==> config.mk <==
export PLATFORM = sky130hd
export DESIGN_NAME = bca_front
export DESIGN_NICKNAME = d
export VERILOG_FILES = /design/src/sv/bca_pkg.sv /design/src/sv/bca_front.sv
export SDC_FILE = /design/constraint.sdc
export NUM_CORES = 1
export LEC_CHECK = 0
export ABC_AREA = 1
export BUFFER_PORTS_ARGS = -buffer_cell sky130_fd_sc_hd__buf_2
export CAP_MARGIN = 10
export CORE_MARGIN = 4
export CORE_UTILIZATION = 43
export DETAILED_ROUTE_END_ITERATION = 7
export HOLD_SLACK_MARGIN = 0.02
export PLACE_DENSITY = 0.62
export SLEW_MARGIN = 5
export SYNTH_ARGS = -nofsm -noshare
export SYNTH_HDL_FRONTEND = slang
export SYNTH_SLANG_ARGS = --single-unit
export TNS_END_PERCENT = 1
==> constraint.sdc <==
create_clock -name clock -period 7.3 [get_ports clock]
set_clock_uncertainty 0.05 [all_clocks]
set_input_delay 0.365 -clock clock [delete_from_list [all_inputs] [get_ports clock]]
set_output_delay 0.365 -clock clock [all_outputs]
set_load 0.1 [all_outputs]
==> src/sv/bca_pkg.sv <==
`timescale 1ns / 1ps
// ----------------------------------------------------------------------------
// bca_pkg
// Shared types, register indexes and arithmetic helpers for the barometric
// compensation and altitude pipeline.
// ----------------------------------------------------------------------------
package bca_pkg;

   localparam int DivWidth = 32;
   localparam int CsrIndexWidth = 3;

   localparam logic [CsrIndexWidth-1:0] CsrOss   = 3'd0;
   localparam logic [CsrIndexWidth-1:0] CsrCalA  = 3'd1;
   localparam logic [CsrIndexWidth-1:0] CsrCalB  = 3'd2;
   localparam logic [CsrIndexWidth-1:0] CsrCalC  = 3'd3;
   localparam logic [CsrIndexWidth-1:0] CsrExtra = 3'd4;

   typedef struct packed {
      logic [1:0]  oss;
      logic        ep;
      logic [31:0] ac1;
      logic [31:0] ac2;
      logic [31:0] ac3;
      logic [31:0] ac4;
      logic [31:0] ac5;
      logic [31:0] ac6;
      logic [31:0] b1;
      logic [31:0] b2;
      logic [31:0] mc;
      logic [31:0] md;
   } cfg_type;

   typedef struct packed {
      logic [31:0] x1;
      logic [18:0] up;
      logic        neg;
      logic        dz;
   } front_type;

   typedef struct packed {
      logic [15:0] temp;
      logic        dz;
      logic        b4z;
      logic        dbl;
   } mid_type;

   function automatic logic [31:0] asr(input logic [31:0] v, input int unsigned s);
      return 32'($signed(v) >>> s);
   endfunction

   function automatic logic [15:0] sat_temp(input logic [31:0] v);
      if ($signed(v) < -32'sd32768) return 16'h8000;
      else if ($signed(v) > 32'sd32767) return 16'h7FFF;
      else return v[15:0];
   endfunction

   function automatic logic [19:0] sat_press(input logic [31:0] v);
      if (v[31]) return 20'd0;
      else if (v > 32'd1048575) return 20'hFFFFF;
      else return v[19:0];
   endfunction

   function automatic logic [24:0] sat_alt(input logic [31:0] v);
      if ($signed(v) < -32'sd16777216) return 25'h1000000;
      else if ($signed(v) > 32'sd16777215) return 25'h0FFFFFF;
      else return v[24:0];
   endfunction

endpackage

==> src/sv/bca_front.sv <==
`timescale 1ns / 1ps
// ----------------------------------------------------------------------------
// bca_front
// Temperature front end: X1 from the raw temperature and the magnitudes and
// sign for the temperature divide.
// ----------------------------------------------------------------------------
module bca_front (
   input  logic                  clock,
   input  logic                  reset,
   input  logic                  en,
   input  bca_pkg::cfg_type      cfg,
   input  logic                  in_valid,
   input  logic [15:0]           raw_temp,
   input  logic [18:0]           raw_press,
   output logic                  out_valid,
   output logic [31:0]           out_num,
   output logic [31:0]           out_den,
   output bca_pkg::front_type    out_side
);
   import bca_pkg::*;

   logic [2:0]  vld_ff;
   logic [31:0] d1_ff;
   logic [31:0] x1_ff;
   logic [18:0] up1_ff;
   logic [18:0] up2_ff;
   logic [31:0] num_ff;
   logic [31:0] den_ff;
   front_type   side_ff;
   logic [31:0] num_in;
   logic [31:0] div_in;

   assign num_in = {cfg.mc[20:0], 11'd0};
   assign div_in = x1_ff + cfg.md;

   always_ff @(posedge clock) begin
      if (reset) begin
         vld_ff <= '0;
      end else if (en) begin
         vld_ff <= {vld_ff[1:0], in_valid};
      end
   end

   always_ff @(posedge clock) begin
      if (en) begin
         d1_ff        <= {16'd0, raw_temp} - cfg.ac6;
         up1_ff       <= raw_press;
         x1_ff        <= asr(32'(d1_ff * cfg.ac5), 15);
         up2_ff       <= up1_ff;
         num_ff       <= num_in[31] ? 32'(32'd0 - num_in) : num_in;
         den_ff       <= div_in[31] ? 32'(32'd0 - div_in) : div_in;
         side_ff.x1   <= x1_ff;
         side_ff.up   <= up2_ff;
         side_ff.neg  <= num_in[31] ^ div_in[31];
         side_ff.dz   <= div_in == 32'd0;
      end
   end

   assign out_valid = vld_ff[2];
   assign out_num   = num_ff;
   assign out_den   = den_ff;
   assign out_side  = side_ff;

endmodule

==> impl_metrics.env <==
export IMPL_cts_buffers=17
export IMPL_die_x_um=260
export IMPL_synth_edff_count=178
export IMPL_antenna_found_initial=9
export IMPL_hold_path_endpoint="out_num[11]$_DFFE_PP_"
export IMPL_reg2reg_depth=24
export IMPL_drt_iter0_markers=1424
export IMPL_grt_pass1_wl_mm=115
export IMPL_start_util_pct=43.4
export IMPL_timing_rr_start="d1_ff[20]$_DFFE_PP_"
export IMPL_core_area_um2=63000
export IMPL_grt_pass1_vias=22000
export IMPL_maxCapViolations=0
export IMPL_synth_area_um2=27300
export IMPL_reg2reg_setup_slack_ps=300
export IMPL_synth_async_sr_flop_share_pct=0
export IMPL_fmax_mhz=143
export IMPL_drc=0
export IMPL_cpPeakStageDelay_ps=630
export IMPL_avgSynthCellArea_um2=7.93
export IMPL_drive_gt1_share_pct=12.2
export IMPL_arrival_ps=7180
export IMPL_worst_slew_pin_slew_ps=864
export IMPL_path_cells="nand2_1 > inv_1 > fa_1 > inv_1 > fa_1 > fa_1 > fa_1 > inv_1 > fa_1 > fa_1 > fa_1 > fa_1 > ha_1 > nand2_1 > nor2_1 > inv_1 > nor3_1 > nand4_1 > nand3_1 > nand2_1 > nand2_1 > nand2_1 > nand2_1 > xor2_1"
export IMPL_path_delay_family="adder cells"
export IMPL_rsz0062_at_grt="no"
export IMPL_setup_tns_ps=0
export IMPL_clkTransAtPathRegs_ps=80
export IMPL_ys_types=54
export IMPL_synth_seq_cells=181
export IMPL_cp_required_ps=7480
export IMPL_cts_resized=0
export IMPL_status="completed"
export IMPL_hpwlAfterDp_mm=59.9
export IMPL_ys_warn_count=0
export IMPL_synth_ff_type="edfxtp_1"
export IMPL_slew_limit_headroom_pct=42.4
export IMPL_synth_seq_area_share_pct=19.8
export IMPL_worstSetupStartpointType="register"
export IMPL_area_delta_synth_final_pct=12.3
export IMPL_stdcell_area_um2=30700
export IMPL_crit_path_end_kind="register"
export IMPL_min_period_ps=7000
export IMPL_rr_endpoint="x1_ff[13]$_DFFE_PP_"
export IMPL_cts_tree="done"
export IMPL_slowest_stage="edfxtp_1"
export IMPL_rows=92
export IMPL_dpl_cell_area_um2=29600
export IMPL_fin_crit_sh_pct=95.9
export IMPL_min_from="cfg[32]"
export IMPL_wire_per_inst_um=15.9
export IMPL_die_h_um=260
export IMPL_ant_nets=0
export IMPL_holdWs_ps=72.3
export IMPL_insertion_delay_ps=470
export IMPL_vias_per_cell=4.77
export IMPL_holdCritPathClass="in2reg"
export IMPL_dr_pass1_iters=5
export IMPL_io_pins=480
export IMPL_cts_sinks=181
export IMPL_finalNetCount=4631
export IMPL_numPortBuffers=262
export IMPL_report_final_slew_viol_count=0
export IMPL_vias=21700
export IMPL_cp_max_fo=9
export IMPL_syn_inst=3441
export IMPL_die_area_um2=67600
export IMPL_hold_viol_final=0
export IMPL_gr_total_overflow=0
export IMPL_grt_max_degree=67
export IMPL_critPathBufInv=4
export IMPL_crit_type="reg2reg"
export IMPL_setup_viol=0
export IMPL_gp_congestion=0.911
export IMPL_hold_path_depth=1
export IMPL_cpMostUsedCell="fa_1"
export IMPL_track_usage_pct=21.8
export IMPL_cts_buffer_depth=2
export IMPL_routed_wl_mm=72.4
export IMPL_htreeDepth=4
export IMPL_root_buffer="clkbuf_16"
==> flip-flops by register name (all words and copies together), names as in the netlist <==
| name | flops |
|---|---|
| out_num | 21 |
| vld_ff | 3 |
| out_den | 32 |
| x1_ff | 17 |
| up2_ff | 19 |
| out_side | 38 |
| d1_ff | 32 |
| up1_ff | 19 |
==> layout by cell type (no fill, tap or decap), types with 4 or more instances in the layout <==
master         instances
buf_2                261
nor3_2                10
buf_4                 54
nand3_1               87
buf_12                17
clkinv_8               4
o21bai_1               5
xnor2_1               48
clkbuf_16             17
nand2_1             1020
o21ai_0               27
nor3_1                18
edfxtp_1             178
nor2_1               127
nand4_1               40
dlygate4sd3_1         20
nor2_2                17
xor2_1                72
nor2_4                 6
nand3_2                8
nand3b_1               8
inv_2                 18
nand2_2               20
fa_1                 409
a21oi_1               71
inv_8                  5
ha_1                 169
inv_1                906
conb_1                11
==> cells by family after synthesis <==
family	share of synthesized area [%]
AOI/OAI and AO/OA	2.53
buffers and inverters	15.0
xor gates and xnor gates	3.85
other	0.0137
and+or+nand+nor	21.1
DFF	19.8
adders and majority gates	37.7
==> cell usage after synthesis, types with 3 or more instances <==
cell	count	share of area [%]
nand4_1	40	0.92
inv_1	906	12
nor2_2	17	0.39
dfxtp_1	3	0.22
nand3b_1	8	0.22
nand3_2	8	0.29
or2_2	3	0.069
ha_1	169	7.7
nor2_4	6	0.25
nand2_1	1020	14
clkbuf_1	79	1.1
nand2_2	20	0.46
fa_1	409	30
inv_2	18	0.25
nor3_1	18	0.33
o21a_1	3	0.082
a31oi_1	3	0.069
xor2_1	72	2.3
xnor2_1	48	1.5
nor3b_1	3	0.082
buf_1	15	0.21
o21ai_0	27	0.50
and2_1	3	0.069
nand3_1	87	1.6
nor3_2	10	0.37
buf_4	27	0.74
a21oi_1	71	1.3
edfxtp_1	178	20
buf_2	10	0.18
nor2_1	127	1.7
o21bai_1	5	0.14
==> stage by stage <==
| step | util (%) | std cells | worst slack [ps] |
|---|---|---|---|
| finish | 48.7 | 4553 | 297 |
| global route | 48.7 | 4552 | 34.0 |
| CTS | 48.3 | 4536 | 238 |
| detailed placement | 47.0 | 4484 | 251 |
| global placement | 47.0 | 4484 | 287 |
| floorplan | - | 3451 | 813 |
==> area by class of cell <==
| class | instances | area (um2) |
|---|---|---|
| sequential | 181 | 5410 |
| multi-input combinational | 2214 | 17800 |
| fill | 6215 | 32300 |
| clock buffer | 17 | 425 |
| inverter | 924 | 3470 |
| clock inverter | 15 | 188 |
| tap | 846 | 1060 |
| antenna | 3 | 7.51 |
| timing repair buffer | 353 | 2260 |
==> worst max path at each step <==
stage / from / end / depth (start not counted)
floorplan: d1_ff[12]$_DFFE_PP_ / x1_ff[14]$_DFFE_PP_ / 25
global placement: d1_ff[9]$_DFFE_PP_ / x1_ff[15]$_DFFE_PP_ / 25
detailed placement: d1_ff[14]$_DFFE_PP_ / x1_ff[15]$_DFFE_PP_ / 22
CTS: d1_ff[9]$_DFFE_PP_ / x1_ff[13]$_DFFE_PP_ / 25
global route: d1_ff[20]$_DFFE_PP_ / x1_ff[13]$_DFFE_PP_ / 24
finish: d1_ff[20]$_DFFE_PP_ / x1_ff[13]$_DFFE_PP_ / 24
==> per-layer routing <==
metal	wire length, um	global-route usage [%]	vias to the layer above
li1	-	-	10500
met2	36700	38.7	656
met4	2230	7.17	12
met1	28800	26.9	10400
met3	4540	3.69	140
met5	89	0	-
==> what timing repair did <==
action	4_1_cts	5_1_grt
buffers inserted	0	14
hold buffers	20	0
setup endpoints to repair	0	7
endpoints found under the hold margin	22	0
Power is not shown: default switching activity piles up to over one toggle a cycle in this logic, so the estimate is an artifact.
