$ cat config.mk
export PLATFORM = sky130hd
export DESIGN_NAME = bca_div
export DESIGN_NICKNAME = d
export VERILOG_FILES = /design/src/sv/bca_pkg.sv /design/src/sv/bca_div.sv
export SDC_FILE = /design/constraint.sdc
export NUM_CORES = 2
export LEC_CHECK = 0
export BUFFER_PORTS_ARGS = -buffer_cell sky130_fd_sc_hd__buf_4
export CORE_UTILIZATION = 69
export DETAILED_ROUTE_END_ITERATION = 6
export PLACE_DENSITY = 0.89
export SLEW_MARGIN = 20
export SYNTH_ARGS = -nofsm -noshare
export SYNTH_HDL_FRONTEND = slang
export SYNTH_SLANG_ARGS = --single-unit
$ cat constraint.sdc
create_clock -name clock -period 6.1 [get_ports clock]
set_input_delay 0.915 -clock clock [delete_from_list [all_inputs] [get_ports clock]]
set_output_delay 0.915 -clock clock [all_outputs]
set_load 0.05 [all_outputs]
$ cat src/sv/bca_pkg.sv
`timescale 1ns / 1ps
// ----------------------------------------------------------------------------
// bca_pkg
// Shared types, register indexes and arithmetic helpers for the barometric
// compensation and altitude pipeline.
// ----------------------------------------------------------------------------
package bca_pkg;

   localparam int DivWidth = 32;
   localparam int CsrIndexWidth = 3;

   localparam logic [CsrIndexWidth-1:0] CsrOss   = 3'd0;
   localparam logic [CsrIndexWidth-1:0] CsrCalA  = 3'd1;
   localparam logic [CsrIndexWidth-1:0] CsrCalB  = 3'd2;
   localparam logic [CsrIndexWidth-1:0] CsrCalC  = 3'd3;
   localparam logic [CsrIndexWidth-1:0] CsrExtra = 3'd4;

   typedef struct packed {
      logic [1:0]  oss;
      logic        ep;
      logic [31:0] ac1;
      logic [31:0] ac2;
      logic [31:0] ac3;
      logic [31:0] ac4;
      logic [31:0] ac5;
      logic [31:0] ac6;
      logic [31:0] b1;
      logic [31:0] b2;
      logic [31:0] mc;
      logic [31:0] md;
   } cfg_type;

   typedef struct packed {
      logic [31:0] x1;
      logic [18:0] up;
      logic        neg;
      logic        dz;
   } front_type;

   typedef struct packed {
      logic [15:0] temp;
      logic        dz;
      logic        b4z;
      logic        dbl;
   } mid_type;

   function automatic logic [31:0] asr(input logic [31:0] v, input int unsigned s);
      return 32'($signed(v) >>> s);
   endfunction

   function automatic logic [15:0] sat_temp(input logic [31:0] v);
      if ($signed(v) < -32'sd32768) return 16'h8000;
      else if ($signed(v) > 32'sd32767) return 16'h7FFF;
      else return v[15:0];
   endfunction

   function automatic logic [19:0] sat_press(input logic [31:0] v);
      if (v[31]) return 20'd0;
      else if (v > 32'd1048575) return 20'hFFFFF;
      else return v[19:0];
   endfunction

   function automatic logic [24:0] sat_alt(input logic [31:0] v);
      if ($signed(v) < -32'sd16777216) return 25'h1000000;
      else if ($signed(v) > 32'sd16777215) return 25'h0FFFFFF;
      else return v[24:0];
   endfunction

endpackage

$ cat src/sv/bca_div.sv
`timescale 1ns / 1ps
// ----------------------------------------------------------------------------
// bca_div
// Pipelined unsigned restoring divider, one quotient bit per stage, with a
// sideband word that travels alongside each beat.
// ----------------------------------------------------------------------------
module bca_div #(
   parameter int SideWidth = 1
) (
   input  logic                            clock,
   input  logic                            reset,
   input  logic                            en,
   input  logic                            in_valid,
   input  logic [bca_pkg::DivWidth-1:0]    in_num,
   input  logic [bca_pkg::DivWidth-1:0]    in_den,
   input  logic [SideWidth-1:0]            in_side,
   output logic                            out_valid,
   output logic [bca_pkg::DivWidth-1:0]    out_quo,
   output logic [SideWidth-1:0]            out_side
);
   import bca_pkg::*;

   logic [DivWidth-1:0]  rem_ff  [DivWidth];
   logic [DivWidth-1:0]  num_ff  [DivWidth];
   logic [DivWidth-1:0]  den_ff  [DivWidth];
   logic [SideWidth-1:0] side_ff [DivWidth];
   logic [DivWidth-1:0]  vld_ff;

   always_ff @(posedge clock) begin
      if (reset) begin
         vld_ff <= '0;
      end else if (en) begin
         vld_ff <= {vld_ff[DivWidth-2:0], in_valid};
      end
   end

   for (genvar i = 0; i < DivWidth; i++) begin : g_stage
      logic [DivWidth-1:0]  rem_src;
      logic [DivWidth-1:0]  num_src;
      logic [DivWidth-1:0]  den_src;
      logic [SideWidth-1:0] side_src;
      logic [DivWidth:0]    trial;
      logic [DivWidth:0]    diff;
      logic                 ge;

      if (i == 0) begin : g_first
         assign rem_src  = '0;
         assign num_src  = in_num;
         assign den_src  = in_den;
         assign side_src = in_side;
      end else begin : g_next
         assign rem_src  = rem_ff[i-1];
         assign num_src  = num_ff[i-1];
         assign den_src  = den_ff[i-1];
         assign side_src = side_ff[i-1];
      end

      assign trial = {rem_src, num_src[DivWidth-1]};
      assign diff  = trial - {1'b0, den_src};
      assign ge    = trial >= {1'b0, den_src};

      always_ff @(posedge clock) begin
         if (en) begin
            rem_ff[i]  <= ge ? diff[DivWidth-1:0] : trial[DivWidth-1:0];
            num_ff[i]  <= {num_src[DivWidth-2:0], ge};
            den_ff[i]  <= den_src;
            side_ff[i] <= side_src;
         end
      end
   end

   assign out_valid = vld_ff[DivWidth-1];
   assign out_quo   = num_ff[DivWidth-1];
   assign out_side  = side_ff[DivWidth-1];

endmodule

==> qor.yml, run 1 <==
status:
  status: "did not finish"
  stop_stage: "global routing"
  stop_error: "[ERROR GRT-0232] Routing congestion too high. Check the congestion heatmap in the GUI."
placed_design:
  portBuffers: 102
  gp_congestion: 0.991
  dp_hpwl_um: 296000
clock_tree:
  cts_made_buffers: 323
  cts-root-buf: "clkbuf_16"
  cts_hold_buf: 0
  post_cts_buffers: 0
  max-clock-path-buffers: 4
  cts_num_sinks: 3072
  cts_resized: 0
  htreeDepth: 5
logic_synthesis:
  synth_top_family_by_area: "compound AO/OA/AOI/OAI gates"
  synth_edf_count: 3040
  yosys.area_share.simple: 0.0760
  synth-compound-area-share: 0.127
  syn_nets: 13700
  ys_async_sr_fraction: 0
  syn_inst: 12600
  synth_seq_cells: 3072
  synthAdderAreaFrac: 0.0841
  synth-main-ff-cell: "edfxtp_1"
  ys_warn_count: 0
  syn-cell-area_um2: 155000
  synth-xor-area-share: 0.0472
  ys_seq_area_frac: 0.593
  synthMuxAreaShare: 0.0346
  synth_cell_types: 92
  syn_avg_cell_area_um2: 12.3
floorplanning:
  start_util: 0.696
  die_x_um: 476
  die_h_um: 476
  rows: 173
  ioPinCount: 103
sta:
  postGrtWorstEndpoint: "rem_ff[7][62]$_DFFE_PP_/D"
  worst_path_end_type: "register input"
global_route:
  overflow: 31
  track_usage: 0.462
  grt_max_degree: 203
  antenna_found_initial: 62
synthesized netlist by cell type (all sizes together) (39+ instances only):
cell | number | area [µm²]
and3 | 92 | 576
nor4 | 57 | 357
mux2 | 412 | 4650
nand2b | 128 | 801
xor2 | 334 | 2930
nand3 | 175 | 876
xnor2 | 502 | 4400
mux2i | 72 | 721
a211oi | 64 | 490
o21ai | 819 | 4100
a21oi | 951 | 4760
buf | 62 | 338
nor2 | 569 | 2140
a31oi | 108 | 676
o31ai | 64 | 485
edfxtp | 3040 | 91300
nand4 | 156 | 976
a21o | 537 | 4030
nand2 | 862 | 3240
nor3 | 126 | 636
o21bai | 138 | 1040
nor2b | 148 | 926
o21a | 119 | 893
inv | 1254 | 4710
ha | 994 | 12400
clkbuf | 240 | 901
a21boi | 56 | 420
and2 | 39 | 244
per-layer routing:
metal	track usage	GRT overflow
met3	0.233	5
met2	0.677	11
met1	0.515	6
met5	0.134	0
met4	0.319	9
metrics by stage:
stage          cells  area (µm²)  setup WS, ns  utilization  hold WS (ns)
4_1_cts        16000      170000          1.01        0.762        0.0633
3_5_place_dp   15500      159000          1.37        0.716         0.405
3_3_place_gp   15500      159000          1.53        0.716         0.400
2_1_floorplan  12600      155000          2.59            -         0.400
kinds of logic after synthesis:
family / Yosys count
flops: 3072
fa+ha+maj: 1024
mux: 484
buf+inv: 1556
compound gates: 3159
simple gates: 2487
xor+xnor: 836
==> run 2: changes to the inputs <==
--- a/config.mk
+++ b/config.mk
@@ -6,9 +6,9 @@
 export NUM_CORES = 2
 export LEC_CHECK = 0
 export BUFFER_PORTS_ARGS = -buffer_cell sky130_fd_sc_hd__buf_4
-export CORE_UTILIZATION = 69
+export CORE_UTILIZATION = 40
 export DETAILED_ROUTE_END_ITERATION = 6
-export PLACE_DENSITY = 0.89
+export PLACE_DENSITY_LB_ADDON = 0.15
 export SLEW_MARGIN = 20
 export SYNTH_ARGS = -nofsm -noshare
 export SYNTH_HDL_FRONTEND = slang
==> run 2 against run 1 <==
Effect of this change:
- the run now ends clean
- area after synthesis did not move
- synthesized cell count did not move
==> qor.yml, run 2 <==
finish:
  areaGrowthSynthToFinish_pct: 12.1
  final_cell_mix: "edfxtp_1, inv_1, ha_1"
  final_cells: 18300
  reg_top3: "num_ff x1024, den_ff x992, rem_ff x992"
  fillers: 35000
  final_common_cell: "edfxtp_1"
  nNetsFinal: 14000
  largest_reg_flops: 1024
  drive_gt1_frac: 0.0917
  top_register: "num_ff"
sta:
  setup_viol: 0
  max_slew_margin: 0.197
  rsz0062_at_grt: "no"
  fin_crit_sh: 0.781
  max_clock_freq_mhz: 210
  worst_clock_skew_ns: 0.0696
  holdWs_ns: 0.136
  drv_slew: 0
  worst_pin_slew_ns: 1.20
  finalCriticalPeriod_ns: 4.76
  setup_tns_ns: 0
  hold_violations: 0
  worst_slack_ns: 1.34
setup_path:
  worstPathArrival_ns: 5.40
  worstSetupEndpoint: "rem_ff[5][35]"
  crit_type: "reg2reg"
  cp-start-kind: "flip-flop"
  reg2reg_slack_ns: 1.34
  cp-startpoint: "den_ff[20][1]"
  critical_path.max_fanout: 28
  rr_endpoint: "rem_ff[5][35]"
  r2r-start: "den_ff[20][1]"
  r2r_cells: 14
  crit_required_ns: 6.74
  critPathCaptureType: "flip-flop"
logic_synthesis:
  syn_nets: 13700  # unchanged
  yosys-top-cells-count: "edfxtp_1, inv_1, ha_1"  # unchanged
  synth_top_family_by_area: "compound AO/OA/AOI/OAI gates"  # unchanged
  synth.most_common_cell: "edfxtp_1"  # unchanged
  ys_warn_count: 0  # unchanged
  syn-cell-area_um2: 155000  # unchanged
  synthAdderAreaFrac: 0.0841  # unchanged
  synthMuxAreaShare: 0.0346  # unchanged
  synth_top_area_frac: 0.589  # unchanged
  synth-main-ff-cell: "edfxtp_1"  # unchanged
  ys_top_cells_by_area: "edfxtp_1, ha_1, a21oi_1, inv_1, mux2_2"  # unchanged
  yosysTopAreaCell: "edfxtp_1"  # unchanged
  synth_edf_count: 3040  # unchanged
  yosys.area_share.simple: 0.0760  # unchanged
  syn_avg_cell_area_um2: 12.3  # unchanged
  ys_seq_area_frac: 0.593  # unchanged
  synth-compound-area-share: 0.127  # unchanged
  synth-xor-area-share: 0.0472  # unchanged
  synth_cell_types: 92  # unchanged
  ys_async_sr_fraction: 0  # unchanged
  syn_inst: 12600  # unchanged
  synth_seq_cells: 3072  # unchanged
clock_tree:
  max-clock-path-buffers: 4  # unchanged
  post_cts_buffers: 0  # unchanged
  htreeDepth: 5  # unchanged
  cts_made_buffers: 352  # was 323
  cts_num_sinks: 3072  # unchanged
  cts_tree: "built"
  cts_hold_buf: 0  # unchanged
  clk_pin_slew_ns: 0.06
  cts-root-buf: "clkbuf_16"  # unchanged
  clock_latency_ns: 0.96
  cts_resized: 0  # unchanged
floorplanning:
  die_area_um2: 390000
  die_h_um: 625  # was 476 µm
  ioPinCount: 103  # unchanged
  rows: 228  # was 173
  core_um2: 386000
  die_x_um: 625  # was 476 µm
  start_util: 0.402  # was 0.696
routing:
  via_count: 96700
  drtIter0Drc: 7488
  via_per_inst: 5.28
  drt_wl_total_um: 378000
  wire_per_inst_um: 20.6
  drc_errors: 0
  dr.pass1.iters: 6
  ant_nets: 0
power_and_ir_drop:
  finalPower_mw: 92.7
  cellLeakagePower_nw: 69.1
  p_sw_frac: 0.365
  internal_power_mw: 58.9
  p_switching_mw: 33.8
  p_per_area_nw_per_um2: 534
  power_frac_comb: 0.411
  seqPwrFrac: 0.363
  power_frac_clock: 0.226
  irDropWorstVdd_mv: 0.271
placed_design:
  placed_cells: 17700  # was 15500
  gp_congestion: 0.892  # was 0.991
  portBuffers: 102  # unchanged
  dp_hpwl_um: 281000  # was 296000 µm
  pre_cts_slack_ns: 1.42  # was 1.37 ns
global_route:
  grt_pass1_vias: 97000
  antenna_found_initial: 4
  grt_max_degree: 178
  track_usage: 0.190
  overflow: 0
  grt_pass1_wl_um: 579000
run:
  drv_cap: 0
status:
  status: "finished clean"  # was did not finish
min_path:
  hold_class: "in2reg"
run 2: cell counts after synthesis:
Identical to the previous run, type by type.
run 2: worst max-delay path, stage by stage, from the launching register on:
cell	delay, ns
edfxtp_1	0.43
inv_1	0.10
ha_1	0.24
nor2b_1	0.13
o21ai_0	0.24
a21boi_0	0.19
o311ai_0	0.72
a21oi_1	0.30
o211ai_1	0.38
nor4_1	0.14
o41a_1	0.44
a31oi_1	0.18
o21a_2	0.24
buf_4	0.37
mux2_2	0.39
run 2: stage by stage:
step	area, µm²	util
final	174000	0.451
after global routing	174000	0.451
after CTS	174000	0.450
after detailed placement	162000	0.421
after global placement	162000	0.421
after floorplan	155000	-
run 2: layer usage:
| metal | share of wire | track usage | vias up |
|---|---|---|---|
| li1 | - | - | 46900 |
| met1 | 0.44 | 0.248 | 47300 |
| met2 | 0.49 | 0.330 | 1942 |
| met3 | 0.035 | 0.0194 | 583 |
| met4 | 0.035 | 0.0644 | 0 |
| met5 | 0 | 0 | - |
run 2: worst min path at each step:
stage | start | to | slack, ns | depth (start not counted)
final | in_num[29] | num_ff[0][30] | 0.14 | 1
after global routing | in_num[18] | num_ff[0][19] | 0.07 | 1
after CTS | in_num[29] | num_ff[0][30] | 0.03 | 1
after detailed placement | num_ff[0][92] | num_ff[0][125] | 0.40 | 0
after global placement | num_ff[6][89] | num_ff[6][122] | 0.40 | 0
after floorplan | num_ff[0][67] | num_ff[0][100] | 0.40 | 0
run 2: power by group through the flow:
| stage | combinational (mW) | clock (mW) | sequential, mW |
|---|---|---|---|
| finish | 38.1 | 21.0 | 33.6 |
| global route | 42.5 | 22.4 | 34.1 |
| CTS | 38.2 | 21.7 | 33.8 |
| detailed placement | 37.9 | 0 | 34.1 |
| global placement | 37.4 | 0 | 34.2 |
| floorplan | 29.0 | 0 | 31.9 |
run 2: final cells by class:
| type | count | area (µm²) | share of cell area |
|---|---|---|---|
| antenna | 6 | 15.0 | 0.0000864 |
| clock buffer | 411 | 9170 | 0.0528 |
| clock inverter | 226 | 2280 | 0.0131 |
| inverter | 1254 | 4710 | 0.0271 |
| multi-input combinational | 7990 | 57400 | 0.330 |
| sequential | 3072 | 91900 | 0.529 |
| tap | 5175 | 6470 | 0.0373 |
| timing repair buffer | 193 | 1800 | 0.0104 |
run 2: kinds of logic (layout without fill, tap and decap cells):
group | Yosys count | after routing
AO/OA/AOI/OAI | 3159 | 3159
buffers and inverters | 1556 | 2084
AND/OR/NAND/NOR | 2487 | 2487
adder cells (fa/ha/maj) | 1024 | 1024
other | 0 | 6
XOR/XNOR | 836 | 836
flip-flops | 3072 | 3072
multiplexers | 484 | 484
Note: power is estimated with default switching activity, not from simulation.
